[src/hdl/dkstl_ram.sv]
// simple dual-port memory: one write port, one read port with registered data
// no package dependency
`default_nettype none

module dkstl_ram #(
    parameter int WIDTH  = 8,
    parameter int DEPTH  = 256,
    parameter int ADDR_W = 8
) (
    input  wire logic              clk,
    input  wire logic              we,
    input  wire logic [ADDR_W-1:0] waddr,
    input  wire logic [WIDTH-1:0]  wdata,
    input  wire logic [ADDR_W-1:0] raddr,
    output logic      [WIDTH-1:0]  rdata
);

    logic [WIDTH-1:0] mem [DEPTH];

    always_ff @(posedge clk)
    begin
        if (we)
        begin
            mem[waddr] <= wdata;
        end
        rdata <= mem[raddr];
    end

endmodule

`default_nettype wire

[config.mk]
export PLATFORM = sky130hd
export DESIGN_NAME = dkstl_ram
export DESIGN_NICKNAME = d
export VERILOG_FILES = /design/src/hdl/dkstl_ram.sv
export SDC_FILE = /design/constraint.sdc
export NUM_CORES = 2
export LEC_CHECK = 0
export BUFFER_PORTS_ARGS = -buffer_cell sky130_fd_sc_hd__buf_2
export CORE_ASPECT_RATIO = 0.8
export CORE_UTILIZATION = 40
export CTS_CLUSTER_SIZE = 8
export DETAILED_ROUTE_END_ITERATION = 7
export GPL_ROUTABILITY_DRIVEN = 0
export PLACE_DENSITY_LB_ADDON = 0.25
export SLEW_MARGIN = 25
export SYNTH_ARGS = -nofsm -noshare
export SYNTH_HDL_FRONTEND = slang
export SYNTH_SLANG_ARGS = --single-unit
export TNS_END_PERCENT = 1
[constraint.sdc]
create_clock -name clk -period 6.8 [get_ports clk]
set_input_delay 0.68 -clock clk [delete_from_list [all_inputs] [get_ports clk]]
set_output_delay 0.68 -clock clk [all_outputs]
set_load 0.05 [all_outputs]
==> flow_summary.toml <==
[floorplanning]
die-height_um = 401
boundaryPins = 34
horizontal_die_dimension_um = 501
placement_row_count = 146
start_util = 0.402
die_area_um2 = 201000
floorplan.core_area_um2 = 198000

[routing]
drt_pre_antenna_iters = 5
drc = 0
first_iter_violations = 5016
drt-vias-per-instance = 5.95
antenna_violating_nets_post_route = 0
post_drt_wl_per_cell_um = 31.3
via_count = 39400
postRouteWirelength_mm = 207

[synthesis]
yosysSeqAreaShare = 0.775
yosys.area_share.xor_xnor = 0
synth.area.top_cells = "edfxtp_1 (77%), mux4_2 (13%), mux2i_1 (1.7%)"
dominantRegCellSynth = "edfxtp_1"
synth_area_leader_cell = "edfxtp_1"
flip_flop_and_latch_count_after_synthesis = 2056
main_combinational_cell_family_by_area_after_synthesis = "multiplexers"
synth_adder_area_share = 0
synth_area_per_inst_um2 = 21.3
yosys.cell_count.top_type = "edfxtp_1"
synth.net_count = 3759
cell_area_after_synthesis_um2 = 79600
synth.top_cells.by_count = "edfxtp_1 (2048), mux4_2 (454), nor2_1 (282), mux2i_1 (134), a22oi_1 (133)"
synth_cell_types = 55
synth-edff-count = 2048
synth_top_area_frac = 0.773
synth-async-reset-ratio = 0
muxShareOfSynthArea = 0.146
post_synth_and_or_nand_nor_area_fraction = 0.0263
synth_compound_area_frac = 0.0342
synth.yosys.warnings = 0
post_synth_inst_count = 3733

[worst_setup_path]
worst-r2r-setup-slack_ns = 4.02
worst_r2r_path_depth = 6
r2r_end = "rdata[5]"
cp-end-kind = "flop"
startpoint_type = "primary input"
startpoint = "raddr[2]"
required_ns = 7.61
reg2reg_from = "mem[27][5]"
crit_path_end = "rdata[0]"
arrival_ns = 4.40
critPathMaxFanout = 27
setup.worst_path.class = "in -> reg"

[global_route]
grt_use_met1 = 0.320
grt_util_met2 = 0.298
grt_most_used_layer = "met1"
grt_pass1_vias = 39400
grt_first_pass_wirelength_mm = 297
gr-total-overflow = 0
grt_start_max_net_pins = 190
antenna_found_initial = 8
globalRouteTotalUtil = 0.207
grt_util_met3 = 0.0443

[sta]
timing.hold.ws_ns = 0.188
tightest_slew_ns = 1.12
timing.clock.skew_ns = 0.0633
max-slew-margin-rel = 0.255
grt_setup_unrepaired = "no"
post-route-period-util = 0.528
timing_max_transition_violations_final = 0
report.final.setup_viol = 0
hold_viol_final = 0
layout_setup_ws_ns = 3.21
timing.setup.tns_ns = 0
max_freq_ghz = 0.279
post-route-min-period_ns = 3.59

[clocking]
post_cts.repair.setup_buffers = 0
cts_htree_levels = 5
cts_resized = 0
clock_sink_count = 2056
holdBufCountCts = 0
cts.path.max_buffers = 4
cts_buffers = 307
ctsRootBufferMaster = "clkbuf_16"
worstSkewPairLatency_ns = 0.92
cts.clk_slew.worst_paths_ns = 0.05
cts_tree = "yes"

[place]
io_buffer_count = 33
placement.cell_area_um2 = 82600
dp_slack_ns = 2.28
place_hpwl_mm = 124

[power_and_ir_drop]
p_seq_frac = 0.494
power.switching_uw = 5920
p_per_area_nw_per_um2 = 313
intPower_uw = 22500
p_clk_frac = 0.460
swShare = 0.208
design_power_total_uw = 28400
combinational_share_of_power = 0.046
irDropWorstVdd_mv = 0.219
p_leak_uw = 0.0279

[run]
max_cap_viol_count = 0

[finish]
finish.net_count = 3952
synthToLayoutAreaGrowth_pct = 14.0
fin_area_um2 = 90700
final_layout_size_suffix_gt1_frac = 0.233

[worst_hold_path]
min_delay_path_class = "in -> reg"
hold_depth = 1

[run_status]
status = "completed"
[how the worst min path moves through the flow]
stage                     startpoint     endpoint  slack (ns)
after global placement    mem[32][5]     rdata[5]        1.02
after floorplan           mem[40][3]     rdata[3]        0.77
final                       wdata[3]  mem[144][3]        0.19
after detailed placement  mem[40][3]     rdata[3]        0.97
after global routing        wdata[0]   mem[13][0]        0.16
after CTS                   wdata[3]  mem[144][3]        0.18
[sequential cells by signal (all words and copies together), names as in the netlist]
signal / cells
rdata: 8
mem: 2048
[routing by layer]
layer	wire (um)	vias up
li1	-	16000
met1	92500	21200
met2	91900	1911
met3	18600	292
met4	4380	0
met5	0	-
[critical path, cell delays in order]
cell	delay, ns
buf_4	0.49
clkinv_1	0.74
buf_4	0.48
nand2_1	0.20
o21ai_0	0.24
a2111oi_0	0.87
nor3_1	0.29
nor4_2	0.30
[placed cells by master (no fill, tap or decap), drive strengths merged, types with 28 or more instances in the layout]
| cell | count |
|---|---|
| nor2b | 31 |
| mux4 | 456 |
| o22ai | 28 |
| a22oi | 133 |
| buf | 117 |
| o221ai | 47 |
| edfxtp | 2048 |
| clkbuf | 333 |
| nor2 | 282 |
| mux2i | 134 |
| nand2 | 33 |
| nand3 | 34 |
| a21oi | 96 |
[logic make-up (layout without fill, tap and decap cells)]
logic type	after synthesis	count (layout)
flops	2056	2056
mux	591	591
simple gates	466	466
compound gates	385	385
buf+inv	235	462
other cells	0	5
[area by class of cell]
type                    instances  area, um^2
repair buffers                117        1140
fillers                     16300      107000
clock buffers                 333        7910
diodes                          5        12.5
inverters                       2        7.51
clock inverters                10         113
multi-input cells            1442       16500
well taps                    2664        3330
flip-flops and latches       2056       61700
[metrics by stage]
step / util / cells
after floorplan: - / 3733
after global placement: 0.418 / 6280
after detailed placement: 0.418 / 6280
after CTS: 0.458 / 6623
after global routing: 0.458 / 6625
final: 0.458 / 6629
[power by group through the flow]
stage | logic, uW | registers [uW] | clock network, uW
finish | 1300 | 14000 | 13100
global route | 1370 | 14000 | 13800
CTS | 1310 | 14000 | 13300
detailed placement | 1310 | 14300 | 0
global placement | 1290 | 14300 | 0
floorplan | 679 | 14300 | 0
No activity file was read; power rests on OpenSTA's default activity.
