### config.mk
export PLATFORM = sky130hd
export DESIGN_NAME = dkstl_step
export DESIGN_NICKNAME = d
export VERILOG_FILES = /design/src/hdl/dkstl_pkg.sv /design/src/hdl/dkstl_step.sv
export SDC_FILE = /design/constraint.sdc
export NUM_CORES = 1
export LEC_CHECK = 0
export ABC_AREA = 1
export BUFFER_PORTS_ARGS = -buffer_cell sky130_fd_sc_hd__buf_2
export CORE_MARGIN = 2
export CORE_UTILIZATION = 48
export DETAILED_ROUTE_END_ITERATION = 10
export GPL_ROUTABILITY_DRIVEN = 1
export PLACE_DENSITY = 0.85
export SLEW_MARGIN = 10
export SYNTH_ARGS = -nofsm -noshare
export SYNTH_HDL_FRONTEND = slang
export SYNTH_SLANG_ARGS = --single-unit
### constraint.sdc
create_clock -name vclk -period 3.31
set_input_delay 0.1655 -clock vclk [all_inputs]
set_output_delay 0.1655 -clock vclk [all_outputs]
set_load 0.01 [all_outputs]
### src/hdl/dkstl_pkg.sv
// package for the dual-key sorted table lookup core
// function and status codes, field widths and default table size; no dependencies
`default_nettype none

package dkstl_pkg;

    localparam int MAX_RECORDS_DEF = 256;

    localparam int FUNC_W   = 2;
    localparam int STOCK_W  = 32;
    localparam int PRICE_W  = 32;
    localparam int PART_W   = 64;
    localparam int STATUS_W = 2;
    localparam int KEY_W    = 32;
    localparam int REC_W    = STOCK_W + PRICE_W + PART_W;

    localparam int IN_DATA_W  = STOCK_W + PRICE_W + PART_W;
    localparam int OUT_DATA_W = PART_W + STOCK_W;

    localparam logic [FUNC_W-1:0] FUNC_CLEAR      = 2'd0;
    localparam logic [FUNC_W-1:0] FUNC_LOAD       = 2'd1;
    localparam logic [FUNC_W-1:0] FUNC_FIND_STOCK = 2'd2;
    localparam logic [FUNC_W-1:0] FUNC_FIND_PRICE = 2'd3;

    localparam logic [STATUS_W-1:0] ST_OK    = 2'd0;
    localparam logic [STATUS_W-1:0] ST_FULL  = 2'd1;
    localparam logic [STATUS_W-1:0] ST_MISS  = 2'd2;
    localparam logic [STATUS_W-1:0] ST_EMPTY = 2'd3;

    // flipping the sign bit maps signed order onto unsigned order
    localparam logic [KEY_W-1:0] SIGN_FLIP = 32'h8000_0000;

endpackage

`default_nettype wire

### src/hdl/dkstl_step.sv
// shared binary search step: midpoint, key compare and bound update
// uses dkstl_pkg for the key width
`default_nettype none

module dkstl_step #(
    parameter int CNT_W = 9
) (
    input  wire logic [CNT_W-1:0]           lo,
    input  wire logic [CNT_W-1:0]           hi,
    input  wire logic [dkstl_pkg::KEY_W-1:0] key_v,
    input  wire logic [dkstl_pkg::KEY_W-1:0] key_k,
    input  wire logic                       upper,
    output logic      [CNT_W-1:0]           mid,
    output logic      [CNT_W-1:0]           lo_next,
    output logic      [CNT_W-1:0]           hi_next,
    output logic                            eq
);

    import dkstl_pkg::*;

    logic [CNT_W-1:0] span;
    logic             go_right;

    always_comb
    begin
        span     = hi - lo;
        mid      = lo + (span >> 1);
        eq       = (key_v == key_k);
        // upper bound steps past equal keys, lower bound stops on them
        go_right = upper ? (key_v <= key_k) : (key_v < key_k);
        lo_next  = go_right ? CNT_W'(mid + 1'b1) : lo;
        hi_next  = go_right ? hi : mid;
    end

endmodule

`default_nettype wire

==> flow_summary_export.csv <==
group,metric,value,unit
floorplan,io_pins,111,
synth,synthDistinctLibCells,22,
worst_setup_path,critical_path_class,"input pin to primary output",
finish,finalInstanceArea,0.00265,mm2
synth,synth_fp_nets,495,
sta,final_hold_viol_count,0,
finish,regArea,0,um2
route,drc,0,
placed_design,dp.cells,520,
placed_design,port_buffers,111,
synth,synthMostInstantiatedCell,"sky130_fd_sc_hd__nand2_1",
hold_path,holdCritStartpoint,"hi[7]",
pwr,power.share.switching,0.601,
sta,max_slew_margin,0.741,
pwr,p_per_area,291,mW/mm2
finish,share_of_final_layout_standard_cells_stronger_than_drive_strength_1,0.262,
hold_path,worst_hold_path_ep,"hi_next[7]",
pwr,comb_power_share,1.000,
clock_network,cts_repair_resize_count,0,
clock_network,post-cts-setup-buffers,0,
hold_path,timing.hold.worst.class,"input pin to primary output",
hold_path,hold_path_depth,4,
global_route,grt_antenna_before_repair,0,
global_route,grt_max_degree,20,
route,route.vias.total,2528,
route,drt_wl_total,5.43,mm
pwr,power_frac_clock,0,
sta,worst_slack,264,ps
worst_setup_path,critical_path.max_fanout,4,
placed_design,placed_cell_area,0.00264,mm2
clock_network,cts_hold_buffers,0,
pwr,p_switching,465,uW
floorplan,fp.dieH,69.3,um
placed_design,gp_congestion,0.839,
finish,final_instance_count_without_filler_cells,520,
sta,period_utilization_post_route,0.920,
floorplan,core.rowCount,23,
sta,report.final.slew_viol_count,0,
worst_setup_path,end_kind,"primary output",
pwr,cell_internal_pwr,308,uW
sta,maxClockFrequency,328,MHz
sta,tightestPinTransition,387,ps
synth,synth_top_area_cell,"sky130_fd_sc_hd__ha_1",
synth,synth_area,0.00204,mm2
floorplan,core_area,0.00406,mm2
sta,setup_tns,0,ps
pwr,sequentialPowerShare,0,
synth,synth.area.top_cells,"sky130_fd_sc_hd__ha_1 (29%), sky130_fd_sc_hd__nand2_1 (20%), sky130_fd_sc_hd__inv_1 (15%)",
synth,synth.yosys.seq_area_share,0,
finish,numSequentialCells,0,
sta,final_setup_violation_count,0,
route,routedWlPerCell,10.4,um
floorplan,floorplan.die.width,69.3,um
synth,netlist_instances,362,
floorplan,floorplan.die_area,0.00480,mm2
worst_setup_path,crit_arrival,2880,ps
synth,yosysWarnings,0,
finish,area_growth,29.8,%
finish,nets,605,
finish,n_fill_cell,396,
placed_design,dpl_wire_length,4.88,mm
pwr,cellLeakagePower,1.82,nW
sta,hold_slack,632,ps
outcome,outcome,"finished, final reports clean",
route,drt_pre_antenna_iters,4,
finish,antenna-diode-count,0,
global_route,grtUsageTotal,0.225,
floorplan,initial_utilization,0.504,
global_route,first_pass_grt_wire_length,9.56,mm
synth,netlist_top_cells_count,"sky130_fd_sc_hd__nand2_1 (110), sky130_fd_sc_hd__inv_1 (81), sky130_fd_sc_hd__ha_1 (48), sky130_fd_sc_hd__nand3_1 (30), sky130_fd_sc_hd__a21oi_1 (27)",
global_route,via_count_of_the_first_global_routing_pass,2375,
synth,yosysTopAreaCellShare,0.294,
global_route,grt-ovfl-total,0,
pwr,peakVddDrop,0.000164,V
worst_setup_path,critical_path.startpoint_type,"input pin",
route,vias_per_cell,4.86,
sta,final_period_minus_worst_setup_slack,3050,ps
synth,synthesis.area_per_instance,5.65,um2
route,drtAntennaViolNets,0,
placed_design,place_worst_setup_slack,170,ps
route,detailedRoute.firstIterationViolations,51,
job,number_of_max_cap_violations,0,
finish,num-clock-buffers,0,
worst_setup_path,crit_required,3140,ps
[layout by cell type, fill, tap and decap left out, types with 5 or more instances in the layout]
| cell | instances |
|---|---|
| sky130_fd_sc_hd__a21oi_1 | 26 |
| sky130_fd_sc_hd__ha_1 | 48 |
| sky130_fd_sc_hd__o21ai_0 | 6 |
| sky130_fd_sc_hd__xor2_1 | 10 |
| sky130_fd_sc_hd__inv_1 | 80 |
| sky130_fd_sc_hd__nand4_1 | 5 |
| sky130_fd_sc_hd__nor2_2 | 5 |
| sky130_fd_sc_hd__nor2_1 | 19 |
| sky130_fd_sc_hd__nand2_1 | 110 |
| sky130_fd_sc_hd__buf_2 | 111 |
| sky130_fd_sc_hd__nand3_1 | 30 |
[per-stage QoR]
stage	power, mW	util
2_1_floorplan	0.515	-
3_3_place_gp	0.746	0.651
3_5_place_dp	0.764	0.651
4_1_cts	0.767	0.651
5_1_grt	0.880	0.654
6_report	0.773	0.654
[critical path, stage by stage]
cell and delay (ps):
sky130_fd_sc_hd__buf_2 100, sky130_fd_sc_hd__inv_1 40, sky130_fd_sc_hd__nor2_1 180, sky130_fd_sc_hd__fa_1 450, sky130_fd_sc_hd__inv_1 70, sky130_fd_sc_hd__ha_1 160
sky130_fd_sc_hd__inv_1 60, sky130_fd_sc_hd__fa_1 430, sky130_fd_sc_hd__inv_1 110, sky130_fd_sc_hd__ha_1 200, sky130_fd_sc_hd__inv_1 50, sky130_fd_sc_hd__nor2_1 200
sky130_fd_sc_hd__nand3_1 120, sky130_fd_sc_hd__nor2_2 150, sky130_fd_sc_hd__nand2_1 70, sky130_fd_sc_hd__nand2_1 50, sky130_fd_sc_hd__nand2_1 50, sky130_fd_sc_hd__nand2_1 50
sky130_fd_sc_hd__nand2_1 50, sky130_fd_sc_hd__buf_2 130
[worst max-delay path by stage]
stage / startpoint / end / depth (start not counted)
2_1_floorplan: lo[0] / lo_next[6] / 16
3_3_place_gp: lo[2] / lo_next[8] / 24
3_5_place_dp: lo[2] / lo_next[8] / 24
4_1_cts: lo[2] / lo_next[8] / 24
5_1_grt: lo[2] / lo_next[8] / 24
6_report: lo[0] / lo_next[8] / 20
[cell families (layout without fill, tap and decap cells)]
group	after synthesis	count (layout)	synth area share
AND/OR/NAND/NOR	175	175	0.368
buffers and inverters	84	192	0.159
adder cells (fa/ha/maj)	50	50	0.313
AO/OA/AOI/OAI	40	40	0.104
XOR/XNOR	13	13	0.0557
[routing by layer]
metal | share of wire | GRT usage | vias up
met5 | 0 | 0 | -
met4 | 0.0066 | 0.0261 | 0
met3 | 0.047 | 0.0102 | 4
met2 | 0.50 | 0.443 | 75
met1 | 0.44 | 0.272 | 1087
li1 | - | - | 1362
[cell type report]
type	count	area [um2]	share of cell area
Inverter	81	304	0.115
Timing Repair Buffer	111	556	0.209
Multi-Input combinational cell	278	1730	0.653
Tap cell	50	62.6	0.0236
[power by group through the flow]
stage	clock, mW	combinational, mW	sequential (mW)
after global placement	0	0.746	0
after detailed placement	0	0.764	0
final	0	0.773	0
after floorplan	0	0.515	0
after CTS	0	0.767	0
after global routing	0	0.880	0
No activity file was read; power rests on OpenSTA's default activity.
